==> src/design/bprq_pkg.sv <==
// Shared constants, codes and helper functions for the bitmap priority ready queue.
`default_nettype none

package bprq_pkg;

	// Sizing
	localparam int NUM_PRIORITIES = 32;
	localparam int NUM_TASKS      = 16;
	localparam int ROW_W          = 8;
	localparam int ROW_SHIFT      = 3;
	localparam logic [ROW_SHIFT-1:0] ROW_MASK = 3'h7;
	localparam int NUM_ROWS       = (NUM_PRIORITIES + ROW_W - 1) / ROW_W;
	localparam int ROW_IDX_W      = $clog2(NUM_ROWS);
	localparam int PRIO_W         = $clog2(NUM_PRIORITIES);
	localparam int TASK_W         = $clog2(NUM_TASKS);
	localparam int STEP_W         = $clog2(NUM_TASKS + 1);

	// Transaction field widths
	localparam int OP_W       = 1;
	localparam int TASK_ID_W  = 4;
	localparam int PRIO_REQ_W = 5;
	localparam int STATUS_W   = 2;

	// Operation codes
	localparam logic [OP_W-1:0] OP_INSERT = 1'b0;
	localparam logic [OP_W-1:0] OP_REMOVE = 1'b1;

	// Result status codes
	localparam logic [STATUS_W-1:0] STATUS_DONE   = 2'd0;
	localparam logic [STATUS_W-1:0] STATUS_DUP    = 2'd1;
	localparam logic [STATUS_W-1:0] STATUS_ABSENT = 2'd2;

	// Controller to datapath command codes
	localparam int CMD_W = 4;
	localparam logic [CMD_W-1:0] CMD_NOP        = 4'd0;
	localparam logic [CMD_W-1:0] CMD_CAPTURE    = 4'd1;
	localparam logic [CMD_W-1:0] CMD_REJECT_DUP = 4'd2;
	localparam logic [CMD_W-1:0] CMD_REJECT_ABS = 4'd3;
	localparam logic [CMD_W-1:0] CMD_INS_READ   = 4'd4;
	localparam logic [CMD_W-1:0] CMD_INS_WRITE  = 4'd5;
	localparam logic [CMD_W-1:0] CMD_REM_PRIO   = 4'd6;
	localparam logic [CMD_W-1:0] CMD_REM_READ   = 4'd7;
	localparam logic [CMD_W-1:0] CMD_REM_HEAD   = 4'd8;
	localparam logic [CMD_W-1:0] CMD_WALK_READ  = 4'd9;
	localparam logic [CMD_W-1:0] CMD_WALK_CHECK = 4'd10;
	localparam logic [CMD_W-1:0] CMD_REM_FINISH = 4'd11;
	localparam logic [CMD_W-1:0] CMD_TOP_FIND   = 4'd12;
	localparam logic [CMD_W-1:0] CMD_OUT_LOAD   = 4'd13;

	// Datapath status seen by the controller
	typedef struct packed {
		logic [OP_W-1:0] op;
		logic            queued;
		logic            head_hit;
		logic            head_valid;
		logic            walk_end;
		logic            link_match;
		logic            out_free;
	} dp_status_t;

	typedef logic [ROW_W-1:0] row_t;

	// Index of the lowest set bit of a row map; zero when empty
	function automatic logic [ROW_SHIFT-1:0] lowest_in_row(input row_t v);
		logic [ROW_SHIFT-1:0] r;
		r = '0;
		for (int i = ROW_W - 1; i >= 0; i--) begin
			if (v[i]) begin
				r = ROW_SHIFT'(i);
			end
		end
		return r;
	endfunction

	// Index of the lowest set bit of the group map; zero when empty
	function automatic logic [ROW_IDX_W-1:0] lowest_row(input logic [NUM_ROWS-1:0] v);
		logic [ROW_IDX_W-1:0] r;
		r = '0;
		for (int i = NUM_ROWS - 1; i >= 0; i--) begin
			if (v[i]) begin
				r = ROW_IDX_W'(i);
			end
		end
		return r;
	endfunction

endpackage

`default_nettype wire

==> src/design/bprq_req_if.sv <==
// Request channel: valid/ready handshake with op, task and priority payload.
`default_nettype none

interface bprq_req_if;
	import bprq_pkg::*;

	logic                  valid;
	logic                  ready;
	logic [OP_W-1:0]       op;
	logic [TASK_ID_W-1:0]  task_id;
	logic [PRIO_REQ_W-1:0] priority_req;

	modport source (output valid, output op, output task_id, output priority_req,
		input ready);
	modport sink (input valid, input op, input task_id, input priority_req,
		output ready);
endinterface

`default_nettype wire

==> src/design/bprq_rsp_if.sv <==
// Result channel: valid/ready handshake with status and top-of-queue payload.
`default_nettype none

interface bprq_rsp_if;
	import bprq_pkg::*;

	logic                  valid;
	logic                  ready;
	logic [STATUS_W-1:0]   status;
	logic                  any_ready;
	logic [PRIO_REQ_W-1:0] top_priority;
	logic [TASK_ID_W-1:0]  top_task;

	modport source (output valid, output status, output any_ready, output top_priority,
		output top_task, input ready);
	modport sink (input valid, input status, input any_ready, input top_priority,
		input top_task, output ready);
endinterface

`default_nettype wire

==> src/design/bprq_ram.sv <==
// Generic single-write, single-read RAM with registered read data.
`default_nettype none

module bprq_ram #(
	parameter int WIDTH = 8,
	parameter int DEPTH = 16,
	localparam int AW = $clog2(DEPTH)
) (
	input  logic             clk,
	input  logic             we,
	input  logic [AW-1:0]    waddr,
	input  logic [WIDTH-1:0] wdata,
	input  logic             re,
	input  logic [AW-1:0]    raddr,
	output logic [WIDTH-1:0] rdata
);
	logic [WIDTH-1:0] mem [DEPTH];
	logic [WIDTH-1:0] rdata_q;

	always_ff @(posedge clk) begin
		if (we) begin
			mem[waddr] <= wdata;
		end
		if (re) begin
			rdata_q <= mem[raddr];
		end
	end

	assign rdata = rdata_q;
endmodule

`default_nettype wire

==> src/design/bprq_ctrl.sv <==
// Sequencing state machine for insert, remove, list walk and result load.
`default_nettype none

module bprq_ctrl (
	input  logic                     clk,
	input  logic                     arst_n,
	input  logic                     req_valid,
	output logic                     req_ready,
	input  bprq_pkg::dp_status_t     dp_status,
	output logic [bprq_pkg::CMD_W-1:0] cmd
);
	import bprq_pkg::*;

	localparam logic [3:0] S_IDLE     = 4'd0;
	localparam logic [3:0] S_CHECK    = 4'd1;
	localparam logic [3:0] S_INS_WR   = 4'd2;
	localparam logic [3:0] S_REM_ADDR = 4'd3;
	localparam logic [3:0] S_REM_HEAD = 4'd4;
	localparam logic [3:0] S_WALK_RD  = 4'd5;
	localparam logic [3:0] S_WALK_CHK = 4'd6;
	localparam logic [3:0] S_REM_FIN  = 4'd7;
	localparam logic [3:0] S_TOP      = 4'd8;
	localparam logic [3:0] S_OUT      = 4'd9;

	logic [3:0] state_q;
	logic [3:0] state_nxt;

	always_comb begin
		state_nxt = state_q;
		cmd       = CMD_NOP;
		unique case (state_q)
			S_IDLE: begin
				if (req_valid) begin
					cmd       = CMD_CAPTURE;
					state_nxt = S_CHECK;
				end
			end
			S_CHECK: begin
				if (dp_status.op == OP_INSERT) begin
					if (dp_status.queued) begin
						cmd       = CMD_REJECT_DUP;
						state_nxt = S_TOP;
					end else begin
						cmd       = CMD_INS_READ;
						state_nxt = S_INS_WR;
					end
				end else begin
					if (!dp_status.queued) begin
						cmd       = CMD_REJECT_ABS;
						state_nxt = S_TOP;
					end else begin
						cmd       = CMD_REM_PRIO;
						state_nxt = S_REM_ADDR;
					end
				end
			end
			S_INS_WR: begin
				cmd       = CMD_INS_WRITE;
				state_nxt = S_TOP;
			end
			S_REM_ADDR: begin
				cmd       = CMD_REM_READ;
				state_nxt = S_REM_HEAD;
			end
			S_REM_HEAD: begin
				cmd = CMD_REM_HEAD;
				if (!dp_status.head_hit && dp_status.head_valid) begin
					state_nxt = S_WALK_RD;
				end else begin
					state_nxt = S_REM_FIN;
				end
			end
			S_WALK_RD: begin
				if (dp_status.walk_end) begin
					state_nxt = S_REM_FIN;
				end else begin
					cmd       = CMD_WALK_READ;
					state_nxt = S_WALK_CHK;
				end
			end
			S_WALK_CHK: begin
				cmd = CMD_WALK_CHECK;
				if (dp_status.link_match) begin
					state_nxt = S_REM_FIN;
				end else begin
					state_nxt = S_WALK_RD;
				end
			end
			S_REM_FIN: begin
				cmd       = CMD_REM_FINISH;
				state_nxt = S_TOP;
			end
			S_TOP: begin
				cmd       = CMD_TOP_FIND;
				state_nxt = S_OUT;
			end
			S_OUT: begin
				if (dp_status.out_free) begin
					cmd       = CMD_OUT_LOAD;
					state_nxt = S_IDLE;
				end
			end
			default: begin
				state_nxt = S_IDLE;
			end
		endcase
	end

	always_ff @(posedge clk or negedge arst_n) begin
		if (!arst_n) begin
			state_q <= S_IDLE;
		end else begin
			state_q <= state_nxt;
		end
	end

	assign req_ready = (state_q == S_IDLE);
endmodule

`default_nettype wire

==> src/design/bprq_dpath.sv <==
// Queue state, bitmaps, list RAMs and result register driven by controller commands.
`default_nettype none

module bprq_dpath (
	input  logic                          clk,
	input  logic                          arst_n,
	input  logic [bprq_pkg::CMD_W-1:0]    cmd,
	output bprq_pkg::dp_status_t          dp_status,
	input  logic [bprq_pkg::OP_W-1:0]     in_op,
	input  logic [bprq_pkg::TASK_ID_W-1:0] in_task_id,
	input  logic [bprq_pkg::PRIO_REQ_W-1:0] in_priority_req,
	output logic                          out_valid,
	input  logic                          out_ready,
	output logic [bprq_pkg::STATUS_W-1:0] out_status,
	output logic                          out_any_ready,
	output logic [bprq_pkg::PRIO_REQ_W-1:0] out_top_priority,
	output logic [bprq_pkg::TASK_ID_W-1:0] out_top_task
);
	import bprq_pkg::*;

	// Control state
	logic [NUM_PRIORITIES-1:0] head_valid_q;
	logic [NUM_TASKS-1:0]      link_valid_q;
	logic [NUM_TASKS-1:0]      queued_q;
	row_t                      row_bits_q [NUM_ROWS];
	logic [NUM_ROWS-1:0]       group_q;
	logic                      out_valid_q;

	// Working registers
	logic [OP_W-1:0]     op_q;
	logic [TASK_W-1:0]   t_q;
	logic [PRIO_W-1:0]   p_q;
	logic [STATUS_W-1:0] status_q;
	logic [TASK_W-1:0]   cur_q;
	logic [TASK_W-1:0]   nxt_t_q;
	logic                lv_t_q;
	logic [STEP_W-1:0]   steps_q;
	logic [PRIO_W-1:0]   top_q;
	logic [STATUS_W-1:0]   out_status_q;
	logic                  out_any_q;
	logic [PRIO_REQ_W-1:0] out_prio_q;
	logic [TASK_ID_W-1:0]  out_task_q;

	// RAM ports
	logic              head_we, head_re, link_we, link_re, held_we, held_re;
	logic [PRIO_W-1:0] head_waddr, head_raddr;
	logic [TASK_W-1:0] head_wdata, head_rdata;
	logic [TASK_W-1:0] link_waddr, link_raddr, link_wdata, link_rdata;
	logic [PRIO_W-1:0] held_rdata;

	// Derived values
	logic [PRIO_W-1:0]    prio_sat;
	logic [ROW_IDX_W-1:0] row_sel;
	logic [ROW_SHIFT-1:0] row_bit;
	row_t                 row_cleared;
	logic [ROW_IDX_W-1:0] top_row;
	logic [PRIO_W-1:0]    top_w;
	logic                 head_hit;
	logic                 any_w;

	assign prio_sat = (int'(in_priority_req) >= NUM_PRIORITIES)
		? PRIO_W'(NUM_PRIORITIES - 1) : PRIO_W'(in_priority_req);

	assign row_sel     = p_q[PRIO_W-1:ROW_SHIFT];
	assign row_bit     = p_q[ROW_SHIFT-1:0] & ROW_MASK;
	assign row_cleared = row_bits_q[row_sel] & ~(row_t'(1) << row_bit);

	assign top_row = lowest_row(group_q);
	assign top_w   = {top_row, lowest_in_row(row_bits_q[top_row])};
	assign any_w   = |group_q;

	assign head_hit = head_valid_q[p_q] && (head_rdata == t_q);

	// RAM address and write steering
	always_comb begin
		head_we    = 1'b0;
		head_waddr = p_q;
		head_wdata = t_q;
		head_re    = 1'b0;
		head_raddr = p_q;
		link_we    = 1'b0;
		link_waddr = t_q;
		link_wdata = head_rdata;
		link_re    = 1'b0;
		link_raddr = t_q;
		held_we    = 1'b0;
		held_re    = 1'b0;
		case (cmd)
			CMD_INS_READ: begin
				head_re = 1'b1;
			end
			CMD_INS_WRITE: begin
				head_we = 1'b1;
				link_we = 1'b1;
				held_we = 1'b1;
			end
			CMD_REM_PRIO: begin
				held_re = 1'b1;
			end
			CMD_REM_READ: begin
				head_re    = 1'b1;
				head_raddr = held_rdata;
				link_re    = 1'b1;
			end
			CMD_REM_HEAD: begin
				head_we    = head_hit;
				head_wdata = link_rdata;
			end
			CMD_WALK_READ: begin
				link_re    = 1'b1;
				link_raddr = cur_q;
			end
			CMD_WALK_CHECK: begin
				link_we    = (link_rdata == t_q);
				link_waddr = cur_q;
				link_wdata = nxt_t_q;
			end
			CMD_TOP_FIND: begin
				head_re    = 1'b1;
				head_raddr = top_w;
			end
			default: begin
			end
		endcase
	end

	bprq_ram #(.WIDTH(TASK_W), .DEPTH(NUM_PRIORITIES)) u_head_ram (
		.clk   (clk),
		.we    (head_we),
		.waddr (head_waddr),
		.wdata (head_wdata),
		.re    (head_re),
		.raddr (head_raddr),
		.rdata (head_rdata)
	);

	bprq_ram #(.WIDTH(TASK_W), .DEPTH(NUM_TASKS)) u_link_ram (
		.clk   (clk),
		.we    (link_we),
		.waddr (link_waddr),
		.wdata (link_wdata),
		.re    (link_re),
		.raddr (link_raddr),
		.rdata (link_rdata)
	);

	bprq_ram #(.WIDTH(PRIO_W), .DEPTH(NUM_TASKS)) u_held_ram (
		.clk   (clk),
		.we    (held_we),
		.waddr (t_q),
		.wdata (p_q),
		.re    (held_re),
		.raddr (t_q),
		.rdata (held_rdata)
	);

	// Bitmaps, valid bits and result handshake
	always_ff @(posedge clk or negedge arst_n) begin
		if (!arst_n) begin
			head_valid_q <= '0;
			link_valid_q <= '0;
			queued_q     <= '0;
			row_bits_q   <= '{default: '0};
			group_q      <= '0;
			out_valid_q  <= 1'b0;
		end else begin
			if (cmd == CMD_OUT_LOAD) begin
				out_valid_q <= 1'b1;
			end else if (out_ready) begin
				out_valid_q <= 1'b0;
			end
			case (cmd)
				CMD_INS_WRITE: begin
					link_valid_q[t_q]   <= head_valid_q[p_q];
					head_valid_q[p_q]   <= 1'b1;
					queued_q[t_q]       <= 1'b1;
					row_bits_q[row_sel] <= row_bits_q[row_sel] | (row_t'(1) << row_bit);
					group_q[row_sel]    <= 1'b1;
				end
				CMD_REM_HEAD: begin
					if (head_hit) begin
						head_valid_q[p_q] <= link_valid_q[t_q];
					end
				end
				CMD_WALK_CHECK: begin
					if (link_rdata == t_q) begin
						link_valid_q[cur_q] <= lv_t_q;
					end
				end
				CMD_REM_FINISH: begin
					link_valid_q[t_q] <= 1'b0;
					queued_q[t_q]     <= 1'b0;
					if (!head_valid_q[p_q]) begin
						row_bits_q[row_sel] <= row_cleared;
						if (row_cleared == '0) begin
							group_q[row_sel] <= 1'b0;
						end
					end
				end
				default: begin
				end
			endcase
		end
	end

	// Working and result payload
	always_ff @(posedge clk) begin
		case (cmd)
			CMD_CAPTURE: begin
				op_q     <= in_op;
				t_q      <= in_task_id[TASK_W-1:0];
				p_q      <= prio_sat;
				status_q <= STATUS_DONE;
			end
			CMD_REJECT_DUP: begin
				status_q <= STATUS_DUP;
			end
			CMD_REJECT_ABS: begin
				status_q <= STATUS_ABSENT;
			end
			CMD_REM_READ: begin
				p_q <= held_rdata;
			end
			CMD_REM_HEAD: begin
				nxt_t_q <= link_rdata;
				lv_t_q  <= link_valid_q[t_q];
				cur_q   <= head_rdata;
				steps_q <= '0;
			end
			CMD_WALK_READ: begin
				steps_q <= steps_q + STEP_W'(1);
			end
			CMD_WALK_CHECK: begin
				cur_q <= link_rdata;
			end
			CMD_TOP_FIND: begin
				top_q <= top_w;
			end
			CMD_OUT_LOAD: begin
				out_status_q <= status_q;
				out_any_q    <= any_w;
				out_prio_q   <= any_w ? PRIO_REQ_W'(top_q) : '0;
				out_task_q   <= (any_w && head_valid_q[top_q]) ? TASK_ID_W'(head_rdata) : '0;
			end
			default: begin
			end
		endcase
	end

	assign dp_status.op         = op_q;
	assign dp_status.queued     = queued_q[t_q];
	assign dp_status.head_hit   = head_hit;
	assign dp_status.head_valid = head_valid_q[p_q];
	assign dp_status.walk_end   = (int'(steps_q) == NUM_TASKS) || !link_valid_q[cur_q];
	assign dp_status.link_match = (link_rdata == t_q);
	assign dp_status.out_free   = !out_valid_q || out_ready;

	assign out_valid        = out_valid_q;
	assign out_status       = out_status_q;
	assign out_any_ready    = out_any_q;
	assign out_top_priority = out_prio_q;
	assign out_top_task     = out_task_q;
endmodule

`default_nettype wire

==> src/design/bitmap_priority_ready_queue_top.sv <==
// Top level of the bitmap priority ready queue: controller, datapath and channels.
`default_nettype none

// Ready queue for a priority scheduler. Each request transaction either inserts a
// task at a priority (pushed onto the head of that priority's list) or removes a
// task from the list of the priority it was queued at. Every request yields exactly
// one result transaction carrying a status (done, already queued, not queued), a flag
// that some task is ready, the highest ready priority (lowest number) and the task at
// the head of that list; the last three read zero when nothing is ready. Priorities
// above the top saturate to the lowest priority; task ids wrap to the task count.
// One request is processed at a time. A removal walks the list link by link when the
// task is not at the head of its list; the walk is set by the single read port of the
// link RAM: each step reads one next-link and compares it before the following read
// can be issued.
// A finished result sits in an output register; the block takes the next request
// while it waits and stalls only before loading a new result into a still-full
// register. List heads, links and stored priorities live in RAMs; head, link and
// queued valid bits are flip-flops cleared by reset, so no clearing pass is needed.

module bitmap_priority_ready_queue_top (
	input  logic       clk,
	input  logic       arst_n,
	bprq_req_if.sink   req,
	bprq_rsp_if.source rsp
);
	import bprq_pkg::*;

	logic [CMD_W-1:0] cmd;
	dp_status_t       dp_status;

	// Sequencer: accepts a request when idle, then steps the datapath
	bprq_ctrl u_ctrl (
		.clk       (clk),
		.arst_n    (arst_n),
		.req_valid (req.valid),
		.req_ready (req.ready),
		.dp_status (dp_status),
		.cmd       (cmd)
	);

	// Queue state, list RAMs and the result register
	bprq_dpath u_dpath (
		.clk              (clk),
		.arst_n           (arst_n),
		.cmd              (cmd),
		.dp_status        (dp_status),
		.in_op            (req.op),
		.in_task_id       (req.task_id),
		.in_priority_req  (req.priority_req),
		.out_valid        (rsp.valid),
		.out_ready        (rsp.ready),
		.out_status       (rsp.status),
		.out_any_ready    (rsp.any_ready),
		.out_top_priority (rsp.top_priority),
		.out_top_task     (rsp.top_task)
	);
endmodule

`default_nettype wire
==> src/flat_wrapper.sv <==
// flat-port wrapper written by rule: the top's interface ports become plain ports
module bitmap_priority_ready_queue_top_flat import bprq_pkg::*;
  (clk, arst_n, req_valid, req_op, req_task_id, req_priority_req, req_ready, rsp_valid, rsp_status, rsp_any_ready, rsp_top_priority, rsp_top_task, rsp_ready);
  bprq_req_if req_i ();
  bprq_rsp_if rsp_i ();
  input  logic clk;
  input  logic arst_n;
  input wire logic [$bits(req_i.valid)-1:0] req_valid;
  input wire logic [$bits(req_i.op)-1:0] req_op;
  input wire logic [$bits(req_i.task_id)-1:0] req_task_id;
  input wire logic [$bits(req_i.priority_req)-1:0] req_priority_req;
  output wire logic [$bits(req_i.ready)-1:0] req_ready;
  output wire logic [$bits(rsp_i.valid)-1:0] rsp_valid;
  output wire logic [$bits(rsp_i.status)-1:0] rsp_status;
  output wire logic [$bits(rsp_i.any_ready)-1:0] rsp_any_ready;
  output wire logic [$bits(rsp_i.top_priority)-1:0] rsp_top_priority;
  output wire logic [$bits(rsp_i.top_task)-1:0] rsp_top_task;
  input wire logic [$bits(rsp_i.ready)-1:0] rsp_ready;
  assign req_i.valid = req_valid;
  assign req_i.op = req_op;
  assign req_i.task_id = req_task_id;
  assign req_i.priority_req = req_priority_req;
  assign req_ready = req_i.ready;
  assign rsp_valid = rsp_i.valid;
  assign rsp_status = rsp_i.status;
  assign rsp_any_ready = rsp_i.any_ready;
  assign rsp_top_priority = rsp_i.top_priority;
  assign rsp_top_task = rsp_i.top_task;
  assign rsp_i.ready = rsp_ready;
  bitmap_priority_ready_queue_top u_core (.clk(clk), .arst_n(arst_n), .req(req_i), .rsp(rsp_i));
endmodule
==> config.mk <==
export PLATFORM = sky130hd
export DESIGN_NAME = bitmap_priority_ready_queue_top_flat
export DESIGN_NICKNAME = d
export VERILOG_FILES = /design/src/design/bprq_pkg.sv /design/src/design/bprq_req_if.sv /design/src/design/bprq_rsp_if.sv /design/src/design/bprq_ram.sv /design/src/design/bprq_ctrl.sv /design/src/design/bprq_dpath.sv /design/src/design/bitmap_priority_ready_queue_top.sv /design/src/flat_wrapper.sv
export SDC_FILE = /design/constraint.sdc
export NUM_CORES = 1
export LEC_CHECK = 0
export ABC_AREA = 1
export ABC_CLOCK_PERIOD_IN_PS = 3600
export BUFFER_PORTS_ARGS = -buffer_cell sky130_fd_sc_hd__buf_4
export CAP_MARGIN = 20
export CORE_MARGIN = 4
export CORE_UTILIZATION = 45
export CTS_CLUSTER_DIAMETER = 60
export DETAILED_ROUTE_END_ITERATION = 16
export GPL_ROUTABILITY_DRIVEN = 0
export PLACE_DENSITY = 0.67
export SYNTH_ARGS = -nofsm -noshare
export SYNTH_HDL_FRONTEND = slang
export SYNTH_SLANG_ARGS = --single-unit
==> constraint.sdc <==
create_clock -name clk -period 3.6 [get_ports clk]
set_input_delay 0.36 -clock clk [delete_from_list [all_inputs] [get_ports clk]]
set_output_delay 0.36 -clock clk [all_outputs]
set_load 0.03 [all_outputs]
==> impl_metrics.env, run 1 <==
export IMPL_finalHoldViolCount=0
export IMPL_die_y_um=220.5
export IMPL_n_antenna_cell=0
export IMPL_reg2reg_to="u_core.u_dpath.u_head_ram.rdata[0]"
export IMPL_grt_first_pass_wirelength_mm=85.88
export IMPL_io_pins=28
export IMPL_ys_warn_count=0
export IMPL_violations="negative setup slack"
export IMPL_cts_tree="built"
export IMPL_nets=2220
export IMPL_critPathArrivalTime_ns=4.00
export IMPL_final_common_cell="nand2_1"
export IMPL_grt_max_degree=69
export IMPL_cts_max_level=2
export IMPL_finalSetupTns_ns=-0.1886
export IMPL_cts_root_buf="clkbuf_16"
export IMPL_final_area_um2=24400
export IMPL_finalSetupViolCount=4
export IMPL_leakage_nw=9.759
export IMPL_cts_max_path_buffers=3
export IMPL_cp_required_ns=3.94
export IMPL_grt_setup_unrepaired="yes"
export IMPL_power_density_nw_per_um2=940.8
export IMPL_totalWireLength_mm=56.51
export IMPL_dp_final_hpwl_mm=37.58
export IMPL_synth_ff_type="edfxtp_1"
export IMPL_slew_violations=0
export IMPL_synth_seq_cells=433
export IMPL_fin_crit_ns=3.650
export IMPL_r2r_start="u_core.u_dpath.t_q[1]"
export IMPL_port_buffers=27
export IMPL_drc=0
export IMPL_antenna_found_initial=0
export IMPL_cts_sinks=433
export IMPL_dpl_cell_area_um2=21980
export IMPL_n_fill_cell=3786
export IMPL_drtAntennaViolNets=0
export IMPL_grt_pass1_vias=15470
export IMPL_grt_usage_pct=22.48
export IMPL_worst_hold_path_type="input port to flop"
export IMPL_numCtsBuffers=47
export IMPL_dr_first_iter_drc_count=1833
export IMPL_end_kind="flop"
export IMPL_rows=77
export IMPL_synth_cells=2047
export IMPL_core_area_um2=44410
export IMPL_worstHoldStart="req_priority_req[3]"
export IMPL_timing_final_ws_setup_ns=-0.05047
export IMPL_hold_end="u_core.u_dpath.head_waddr[3]"
export IMPL_tightestPinTransition_ns=1.030
export IMPL_max_freq_ghz=0.2739
export IMPL_crit_chain="buf_6 > nor2_4 > buf_6 > a22oi_1 > a21o_1 > nand4_1 > inv_2 > ha_4 > nor2_2 > inv_1 > nand4_1 > nand3_2 > o21ai_4 > nand3_4 > nand2_8 > clkbuf_16 > nand2_1 > nand3_1 > nand3_2 > nand3_2 > nand2_1 > nand2_1 > nand2_1"
export IMPL_area_delta_synth_final_pct=20.14
export IMPL_slew_headroom_pct=31.08
export IMPL_async_flop_share_pct=24.25
export IMPL_synthesis_nets=2066
export IMPL_cp_max_fo=8
export IMPL_worst_r2r_setup_slack_ns=-0.05
export IMPL_grt_ovfl_total=0
export IMPL_clock_latency_ns=0.60
export IMPL_drive_gt1_share_pct=17.43
export IMPL_cp_slowest_cell="edfxtp_1"
export IMPL_dr_pass1_iters=6
export IMPL_fin_skew_ns=0.03206
export IMPL_ys_seq_area_share_pct=61.42
export IMPL_timing_hold_ws_ns=0.04218
export IMPL_vias=16185
export IMPL_clk_pin_slew_ns=0.06
export IMPL_ir_drop_mv=0.4443
export IMPL_slowest_delay_ns=0.42
export IMPL_hold_depth=3
export IMPL_timing_final_crit_share_pct=101.4
export IMPL_avgSynthCellArea_um2=9.923
export IMPL_wire_per_inst_um=19.97
export IMPL_place_ws_ns=-0.09399
export IMPL_initial_core_util_pct=45.74
export IMPL_r2r_cells=23
export IMPL_synth_area_um2=20310
export IMPL_criticalPathCategory="flop to flop"
export IMPL_die_x_um=220.5
export IMPL_final_cell_mix="nand2_1, edfxtp_1, inv_1, nor2_1, buf_4"
export IMPL_dieArea_um2=48600
export IMPL_synth_edf_count=328
export IMPL_path_common_cell="nand2_1"
export IMPL_synthDistinctLibCells=53
export IMPL_cap_violations=0
export IMPL_status="complete, but fails checks"
export IMPL_cp_start_kind="flop"
export IMPL_vias_per_cell=5.719
metrics by stage:
stage | utilization (%) | total power [mW] | instances
2_1_floorplan | - | 13.34 | 2047
3_3_place_gp | 49.48 | 16.46 | 2711
3_5_place_dp | 49.48 | 16.65 | 2711
4_1_cts | 53.24 | 21.65 | 2805
5_1_grt | 54.95 | 24.26 | 2830
6_report | 54.95 | 22.96 | 2830
metal layers:
metal	vias to the layer above	part of all wire, %	track usage (%)
li1	7419	-	-
met1	7888	41	30.79
met2	732	48	36.59
met3	146	7.5	3.818
met4	0	3.6	7.745
met5	-	0	0
flip-flops by register name, summed over array words and instances, names as in the netlist, 2 cells and up, named ones only:
| register | cells |
|---|---|
| u_core.u_dpath.u_head_ram.mem | 128 |
| u_core.u_dpath.u_held_ram.mem | 80 |
| u_core.u_dpath.u_link_ram.mem | 64 |
| u_core.u_dpath.head_valid_q | 32 |
| u_core.u_dpath.row_bits_q | 32 |
| u_core.u_dpath.link_valid_q | 16 |
| u_core.u_dpath.head_waddr | 5 |
| u_core.u_dpath.out_top_priority | 5 |
| u_core.u_dpath.steps_q | 5 |
| u_core.u_dpath.top_q | 5 |
| u_core.u_dpath.u_held_ram.rdata | 5 |
| u_core.u_ctrl.state_q | 4 |
| u_core.u_dpath.cur_q | 4 |
| u_core.u_dpath.nxt_t_q | 4 |
| u_core.u_dpath.out_top_task | 4 |
| u_core.u_dpath.t_q | 4 |
| u_core.u_dpath.u_head_ram.rdata | 4 |
| u_core.u_dpath.u_link_ram.rdata | 4 |
| u_core.u_dpath.out_status | 2 |
| u_core.u_dpath.status_q | 2 |
power breakdown:
| part | leakage (nW) | total, mW | internal (mW) | switching, mW |
|---|---|---|---|---|
| sequential | 4.19 | 7.38 | 6.83 | 0.552 |
| combinational | 4.82 | 10.8 | 3.70 | 7.06 |
| clock | 0.746 | 4.81 | 2.82 | 2.00 |
Yosys cell counts, types with 7 or more instances:
| cell | n | share of area, % |
|---|---|---|
| nand2_1 | 362 | 6.7 |
| edfxtp_1 | 328 | 48 |
| inv_1 | 238 | 4.4 |
| nor2_1 | 232 | 4.3 |
| nand3_1 | 170 | 4.2 |
| o21ai_0 | 142 | 3.5 |
| dfrtp_1 | 105 | 13 |
| a21oi_1 | 75 | 1.8 |
| a22oi_1 | 49 | 1.8 |
| clkbuf_1 | 46 | 0.85 |
| o22ai_1 | 29 | 0.89 |
| buf_2 | 23 | 0.57 |
| o211ai_1 | 22 | 0.81 |
| a32oi_1 | 17 | 0.73 |
| inv_2 | 17 | 0.31 |
| o21ai_1 | 17 | 0.42 |
| nand3b_1 | 16 | 0.59 |
| o32a_1 | 16 | 0.79 |
| buf_4 | 14 | 0.52 |
| o221ai_1 | 13 | 0.56 |
| mux2i_1 | 10 | 0.49 |
| nand4_1 | 10 | 0.31 |
| a221oi_1 | 8 | 0.34 |
| nor2_2 | 8 | 0.25 |
| o311ai_0 | 8 | 0.34 |
| xor2_1 | 7 | 0.30 |
cells by family (layout without fill, tap and decap cells):
group / Yosys count / in the layout / share of synthesized area, %
AOI/OAI and AO/OA: 417 / 417 / 12.97
and+or+nand+nor: 820 / 820 / 17.17
muxes: 15 / 15 / 0.7699
adders and majority gates: 5 / 5 / 0.3080
buffers and inverters: 347 / 538 / 6.923
xor gates and xnor gates: 10 / 10 / 0.4312
DFF: 433 / 433 / 61.42
how the worst max path moves through the flow:
stage,to,depth (start not counted),startpoint
finish,u_core.u_dpath.u_head_ram.rdata[0],23,u_core.u_dpath.t_q[1]
global route,u_core.u_dpath.u_head_ram.rdata[3],24,u_core.u_dpath.t_q[1]
CTS,u_core.u_dpath.u_head_ram.rdata[3],25,u_core.u_dpath.t_q[1]
detailed placement,u_core.u_dpath.u_head_ram.rdata[3],22,u_core.u_dpath.t_q[1]
global placement,u_core.u_dpath.u_head_ram.rdata[1],21,u_core.u_dpath.t_q[1]
floorplan,u_core.u_dpath.u_head_ram.rdata[1],24,u_core.u_dpath.t_q[0]
area by class of cell:
class	instances	area [um^2]	area share (%)
clock buffers	68	1346	5.517
clock inverters	18	185.2	0.7588
inverters	259	980.9	4.020
multi-input cells	1267	6845	28.05
flip-flops and latches	433	12480	51.13
well taps	592	740.7	3.035
repair buffers	192	1821	7.460
repair inverters	1	7.507	0.03076
critical path, delay by kind of cell (launching register included):
family	cells	cell delay [ns]
fa+ha+maj	1	0.21
compound gates	3	0.61
buf+inv	5	0.66
simple gates	14	1.50
flops	1	0.42
timing repair:
| action | in CTS | in global routing |
|---|---|---|
| hold buffers | 6 | 0 |
| endpoints found under the setup margin | 5 | 262 |
| setup buffers | 0 | 13 |
| endpoints found under the hold margin | 42 | 0 |
| pin swaps | 2 | 37 |
| gates cloned | 2 | 12 |
| resized for setup | 4 | 100 |
No activity file was read; power rests on OpenSTA's default activity.
==> run 2, diff against run 1 <==
--- a/config.mk
+++ b/config.mk
@@ -11,7 +11,6 @@
 export CAP_MARGIN = 20
 export CORE_MARGIN = 4
 export CORE_UTILIZATION = 45
-export CTS_CLUSTER_DIAMETER = 60
 export DETAILED_ROUTE_END_ITERATION = 16
 export GPL_ROUTABILITY_DRIVEN = 0
 export PLACE_DENSITY = 0.67
==> constraint.sdc (replaced) <==
create_clock -name clk -period 3.6 [get_ports clk]
set_input_delay 0.72 -clock clk [delete_from_list [all_inputs] [get_ports clk]]
set_output_delay 0.72 -clock clk [all_outputs]
set_load 0.03 [all_outputs]
==> run 2 against run 1 <==
The flow still finishes with violations (negative setup slack). Critical path depth grew 4. Clock skew shrank 0.0075 ns. Critical endpoint is now u_core.u_dpath.u_head_ram.rdata[2]. First-iteration DRC count grew 3.4%. Sequential power is essentially flat. Flip-flop and latch count is the same. Sequential share of layout area grew 0.46 points. Maximum frequency grew 0.40%. Via count shrank 1.1%. Die area is the same. Count of clock-buffer cells in the layout shrank 6. Largest power group unchanged. Register-to-register slack is essentially flat. Power shrank 1.1%.
==> impl_metrics.env, run 2 (synthesis gave the netlist of run 1 again) <==
export IMPL_status="complete, but fails checks"
export IMPL_violations="negative setup slack"
export IMPL_fin_crit_ns=3.636
export IMPL_end_kind="flop"
export IMPL_wire_per_inst_um=19.62
export IMPL_crit_family="simple AND/OR/NAND/NOR gates"
export IMPL_final_cell_mix="nand2_1, edfxtp_1, inv_1, nor2_1, buf_4"
export IMPL_r2r_start="u_core.u_dpath.t_q[1]"
export IMPL_die_x_um=220.5
export IMPL_antenna_found_initial=0
export IMPL_cp_start_kind="flop"
export IMPL_finalSetupTns_ns=-0.08430
export IMPL_cp_slowest_cell="edfxtp_1"
export IMPL_slowest_delay_ns=0.45
export IMPL_dr_first_iter_drc_count=1896
export IMPL_multi_input_area_um2=6815
export IMPL_critPathArrivalTime_ns=3.98
export IMPL_cts_tree="built"
export IMPL_timing_final_crit_share_pct=101.0
export IMPL_cp_max_fo=6
export IMPL_r2r_cells=27
export IMPL_ir_drop_mv=0.4431
export IMPL_cts_max_level=2
export IMPL_dieArea_um2=48600
export IMPL_grt_pass1_vias=15575
export IMPL_cts_root_buf="clkbuf_16"
export IMPL_dpl_cell_area_um2=22000
export IMPL_numCtsBuffers=45
export IMPL_cp_required_ns=3.94
export IMPL_grt_ovfl_total=0
export IMPL_totalWireLength_mm=55.20
export IMPL_tightestPinTransition_ns=1.026
export IMPL_cp_startpoint="u_core.u_dpath.t_q[1]"
export IMPL_io_pins=28
export IMPL_cap_violations=0
export IMPL_nets=2205
export IMPL_dr_pass1_iters=6
export IMPL_seqCellArea_um2=12480
export IMPL_leakage_nw=9.650
export IMPL_criticalPathCategory="flop to flop"
export IMPL_grt_first_pass_wirelength_mm=86.16
export IMPL_n_antenna_cell=0
export IMPL_grt_setup_unrepaired="yes"
export IMPL_rows=77
export IMPL_largestRegisters="u_core.u_dpath.u_head_ram.mem: 128 flops, u_core.u_dpath.u_held_ram.mem: 80 flops, u_core.u_dpath.u_link_ram.mem: 64 flops"
export IMPL_cp_depth=27
export IMPL_vias_per_cell=5.687
export IMPL_clock_latency_ns=0.58
export IMPL_power_density_nw_per_um2=938.5
export IMPL_worst_r2r_setup_slack_ns=-0.04
export IMPL_dp_final_hpwl_mm=37.24
export IMPL_grt_usage_pct=22.61
export IMPL_cp_num_buf_inv=6
export IMPL_core_area_um2=44410
export IMPL_cts_sinks=433
export IMPL_slew_violations=0
export IMPL_timing_final_ws_setup_ns=-0.03597
export IMPL_die_y_um=220.5
export IMPL_reg2reg_to="u_core.u_dpath.u_head_ram.rdata[2]"
export IMPL_final_area_um2=24190
export IMPL_total_power_mw=22.70
export IMPL_worst_hold_path_type="input port to async pin"
export IMPL_n_fill_cell=3739
export IMPL_cts_max_path_buffers=3
export IMPL_area_delta_synth_final_pct=19.07
export IMPL_drive_gt1_share_pct=16.65
export IMPL_drc=0
export IMPL_fin_util_pct=54.46
export IMPL_drtAntennaViolNets=0
export IMPL_grt_max_degree=53
export IMPL_holdBufCountCts=0
export IMPL_slew_headroom_pct=31.32
export IMPL_finalSetupViolCount=4
export IMPL_finalHoldViolCount=0
export IMPL_max_freq_ghz=0.2750
export IMPL_final_common_cell="nand2_1"
export IMPL_path_common_cell="nand2_1"
export IMPL_vias=16003
export IMPL_port_buffers=27
export IMPL_place_ws_ns=-0.1634
export IMPL_fin_skew_ns=0.02452
export IMPL_endpoint="u_core.u_dpath.u_head_ram.rdata[2]"
export IMPL_largest_register="u_core.u_dpath.u_head_ram.mem"
export IMPL_largest_reg_flops=128
export IMPL_clk_pin_slew_ns=0.07
export IMPL_initial_core_util_pct=45.74
==> run 2: what timing repair did <==
| action | in CTS | in global routing |
|---|---|---|
| gates cloned | 5 | 3 |
| pin swaps | 10 | 18 |
| endpoints found under the hold margin | 0 | 0 |
| endpoints found under the setup margin | 89 | 271 |
| setup buffers | 4 | 4 |
| resized for setup | 33 | 72 |
==> run 2: report_power, final <==
| part | switching (mW) | internal (mW) | leakage, nW | total, mW |
|---|---|---|---|---|
| sequential | 0.539 | 6.83 | 4.19 | 7.37 |
| clock | 1.94 | 2.94 | 0.755 | 4.88 |
| combinational | 6.98 | 3.47 | 4.70 | 10.5 |
==> run 2: worst min path at each step <==
stage / endpoint / startpoint / slack (ns)
after floorplan: u_core.u_dpath.out_status[0] / u_core.u_dpath.status_q[0] / 0.40
after global placement: u_core.u_dpath.out_status[1] / u_core.u_dpath.status_q[1] / 0.41
after detailed placement: u_core.u_dpath.out_status[1] / u_core.u_dpath.status_q[1] / 0.41
after CTS: u_core.u_dpath.link_valid_q[10] / arst_n / 0.12
after global routing: u_core.u_dpath.link_valid_q[10] / arst_n / 0.15
final: u_core.u_dpath.link_valid_q[12] / arst_n / 0.12
==> run 2: routing by layer <==
metal  vias to the layer above  track usage (%)  share of wire (%)
met5                         -                0                  0
met4                         0            6.259                2.7
met3                       117            3.790                7.3
met2                       681            37.28                 48
met1                      7810            31.23                 42
li1                       7395                -                  -
==> run 2: per-stage QoR <==
step / hold WS (ns) / instances
floorplan: 0.4003 / 2047
global placement: 0.4104 / 2715
finish: 0.1186 / 2814
global route: 0.1485 / 2814
detailed placement: 0.4101 / 2715
CTS: 0.1154 / 2807
==> run 2: cell type report <==
| type | count | area share (%) |
|---|---|---|
| clock buffers | 62 | 5.168 |
| clock inverters | 21 | 1.200 |
| inverters | 259 | 4.066 |
| multi-input cells | 1267 | 28.18 |
| flip-flops and latches | 433 | 51.59 |
| well taps | 592 | 3.062 |
| repair buffers | 179 | 6.709 |
| repair inverters | 1 | 0.03104 |
==> run 3, diff against run 2 <==
--- a/config.mk
+++ b/config.mk
@@ -13,7 +13,7 @@
 export CORE_UTILIZATION = 45
 export DETAILED_ROUTE_END_ITERATION = 16
 export GPL_ROUTABILITY_DRIVEN = 0
-export PLACE_DENSITY = 0.67
+export PLACE_DENSITY = 0.62
 export SYNTH_ARGS = -nofsm -noshare
 export SYNTH_HDL_FRONTEND = slang
 export SYNTH_SLANG_ARGS = --single-unit
==> run 3 against run 2 <==
The flow now finishes without violations. Routed wire length grew 0.18%. Hold slack lost 0.028 ns. Clock power shrank 2%. Die area is the same. Utilization shrank 0.32 points. Final cell count shrank 0.14%. Non-clock buffer count shrank 3. Largest cell class unchanged. Largest power group unchanged.
==> impl_metrics.env, run 3 (synthesis gave the netlist of run 1 again) <==
export IMPL_finalHoldViolCount=0
export IMPL_leakage_nw=9.586
export IMPL_largest_reg_flops=128
export IMPL_vias=15704
export IMPL_cts_max_path_buffers=3
export IMPL_n_antenna_cell=0
export IMPL_cp_slowest_cell="edfxtp_1"
export IMPL_criticalPathCategory="flop to flop"
export IMPL_worst_r2r_setup_slack_ns=0.04
export IMPL_cp_required_ns=3.94
export IMPL_wl_met2_mm=26.52
export IMPL_grt_ovfl_total=0
export IMPL_core_area_um2=44410
export IMPL_wire_per_inst_um=19.68
export IMPL_power_switching_mw=9.356
export IMPL_largest_register="u_core.u_dpath.u_head_ram.mem"
export IMPL_cap_violations=0
export IMPL_tightestPinTransition_ns=0.9668
export IMPL_finalSetupTns_ns=0
export IMPL_place_inst=2709
export IMPL_drtAntennaViolNets=0
export IMPL_cts_max_level=2
export IMPL_vias_per_cell=5.589
export IMPL_io_pins=28
export IMPL_dr_first_iter_drc_count=1582
export IMPL_swShare_pct=41.81
export IMPL_power_density_nw_per_um2=930.7
export IMPL_dp_final_hpwl_mm=37.79
export IMPL_worst_hold_path_type="input port to async pin"
export IMPL_cts_root_buf="clkbuf_16"
export IMPL_max_freq_ghz=0.2812
export IMPL_intPower_mw=13.02
export IMPL_rows=77
export IMPL_grt_setup_unrepaired="yes"
export IMPL_clk_pin_slew_ns=0.06
export IMPL_totalWireLength_mm=55.30
export IMPL_clock_latency_ns=0.59
export IMPL_end_kind="flop"
export IMPL_endpoint="u_core.u_dpath.u_head_ram.rdata[3]"
export IMPL_die_y_um=220.5
export IMPL_numCtsBuffers=47
export IMPL_drc=0
export IMPL_path_common_cell="nand2_1"
export IMPL_r2r_start="u_core.u_dpath.t_q[1]"
export IMPL_grt_usage_pct=22.57
export IMPL_final_cell_mix="nand2_1, edfxtp_1, inv_1, nor2_1, buf_4"
export IMPL_dieArea_um2=48600
export IMPL_fin_crit_ns=3.557
export IMPL_cp_depth=23
export IMPL_status="finished, final reports clean"
export IMPL_cp_max_fo=8
export IMPL_grt_max_degree=38
export IMPL_slew_headroom_pct=35.30
export IMPL_final_cells=2810
export IMPL_fin_skew_ns=0.02042
export IMPL_slew_violations=0
export IMPL_drive_gt1_share_pct=16.01
export IMPL_seq_power_share_pct=32.9
export IMPL_nets=2204
export IMPL_die_x_um=220.5
export IMPL_reg2reg_to="u_core.u_dpath.u_head_ram.rdata[3]"
export IMPL_largestRegisters="u_core.u_dpath.u_head_ram.mem: 128 flops, u_core.u_dpath.u_held_ram.mem: 80 flops, u_core.u_dpath.u_link_ram.mem: 64 flops"
export IMPL_highest_layer="met4"
export IMPL_final_common_cell="nand2_1"
export IMPL_crit_family="simple AND/OR/NAND/NOR gates"
export IMPL_dr_pass1_iters=8
export IMPL_ir_drop_mv=0.4581
export IMPL_cts_tree="built"
export IMPL_antenna_found_initial=0
export IMPL_timing_final_crit_share_pct=98.79
export IMPL_clkPwrFrac_pct=21.4
export IMPL_slowest_delay_ns=0.45
export IMPL_cts_sinks=433
export IMPL_cp_startpoint="u_core.u_dpath.t_q[1]"
export IMPL_crit_chain="buf_6 > nor2_4 > a22oi_2 > a21o_1 > nand4_1 > inv_2 > ha_4 > nor2_4 > inv_2 > nand4_1 > nand3_4 > o21ai_4 > nand3_4 > buf_12 > clkbuf_16 > nand3_1 > nand2_1 > nand2_1 > nand3_2 > nand3_1 > nand2_1 > nand2_1 > nand2_1"
export IMPL_initial_core_util_pct=45.74
export IMPL_port_buffers=27
export IMPL_grt_pass1_vias=15431
export IMPL_cp_num_buf_inv=5
export IMPL_wl_met3_mm=3.662
export IMPL_met1_length_mm=23.62
export IMPL_cp_start_kind="flop"
export IMPL_grt_first_pass_wirelength_mm=85.77
export IMPL_critPathArrivalTime_ns=3.90
export IMPL_finalSetupViolCount=0
export IMPL_r2r_cells=23
export IMPL_combPwrFrac_pct=45.8
export IMPL_area_delta_synth_final_pct=18.36
[run 3: cell count changes in the layout (fill, tap and decap cells not counted), sizes merged]
| cell | before | now |
|---|---|---|
| clkbuf | 64 | 59 |
| bufinv | 7 | 5 |
| inv | 257 | 254 |
| clkinvlp | 3 | 10 |
| buf | 177 | 171 |
| clkinv | 14 | 19 |
[run 3: repair_timing]
item	4_1_cts	5_1_grt
buffers inserted	5	5
setup endpoints to repair	94	266
gates cloned	2	8
pin swaps	5	24
hold buffers	0	0
endpoints found under the hold margin	0	0
gates resized for setup	10	66
[run 3: cell type report]
cell class / instances / area [um^2]
timing repair buffer: 176 / 1564
inverter: 259 / 983.4
multi-input combinational: 1267 / 6760
fill: 3855 / 20370
tap: 592 / 740.7
clock inverter: 28 / 307.8
timing repair inverter: 1 / 7.507
sequential: 433 / 12480
clock buffer: 54 / 1202
[run 3: routing by layer]
metal	GRT usage, %	up-vias
li1	-	7384
met1	30.92	7641
met2	37.08	581
met3	3.364	98
met4	7.745	0
met5	0	-
[run 3: worst min-delay path by stage]
stage	startpoint	slack (ns)	endpoint
final	arst_n	0.09	u_core.u_dpath.link_valid_q[3]
after global routing	arst_n	0.11	u_core.u_dpath.link_valid_q[3]
after CTS	arst_n	0.08	u_core.u_dpath.link_valid_q[7]
after detailed placement	u_core.u_dpath.status_q[0]	0.40	u_core.u_dpath.out_status[0]
after global placement	u_core.u_dpath.status_q[0]	0.40	u_core.u_dpath.out_status[0]
after floorplan	u_core.u_dpath.status_q[0]	0.40	u_core.u_dpath.out_status[0]
[run 3: power by group through the flow]
stage          Combinational (mW)  Clock [mW]  Sequential [mW]
2_1_floorplan                5.99           0             7.34
3_3_place_gp                 9.09           0             7.40
3_5_place_dp                 9.21           0             7.41
4_1_cts                      9.49        4.85             7.32
5_1_grt                      11.2        5.07             7.43
6_report                     10.2        4.78             7.36
[run 3: per-stage QoR]
stage | area [um^2] | hold slack [ns] | setup WS [ns] | util [%] | power [mW]
CTS | 23620 | 0.07807 | 0.004169 | 53.18 | 21.67
floorplan | 20320 | 0.4003 | 0.007138 | - | 13.34
detailed placement | 21950 | 0.4045 | -0.1260 | 49.43 | 16.62
global placement | 21950 | 0.4046 | 0.001651 | 49.43 | 16.49
finish | 24040 | 0.09086 | 0.04347 | 54.13 | 22.38
global route | 24040 | 0.1102 | -0.2089 | 54.13 | 23.74
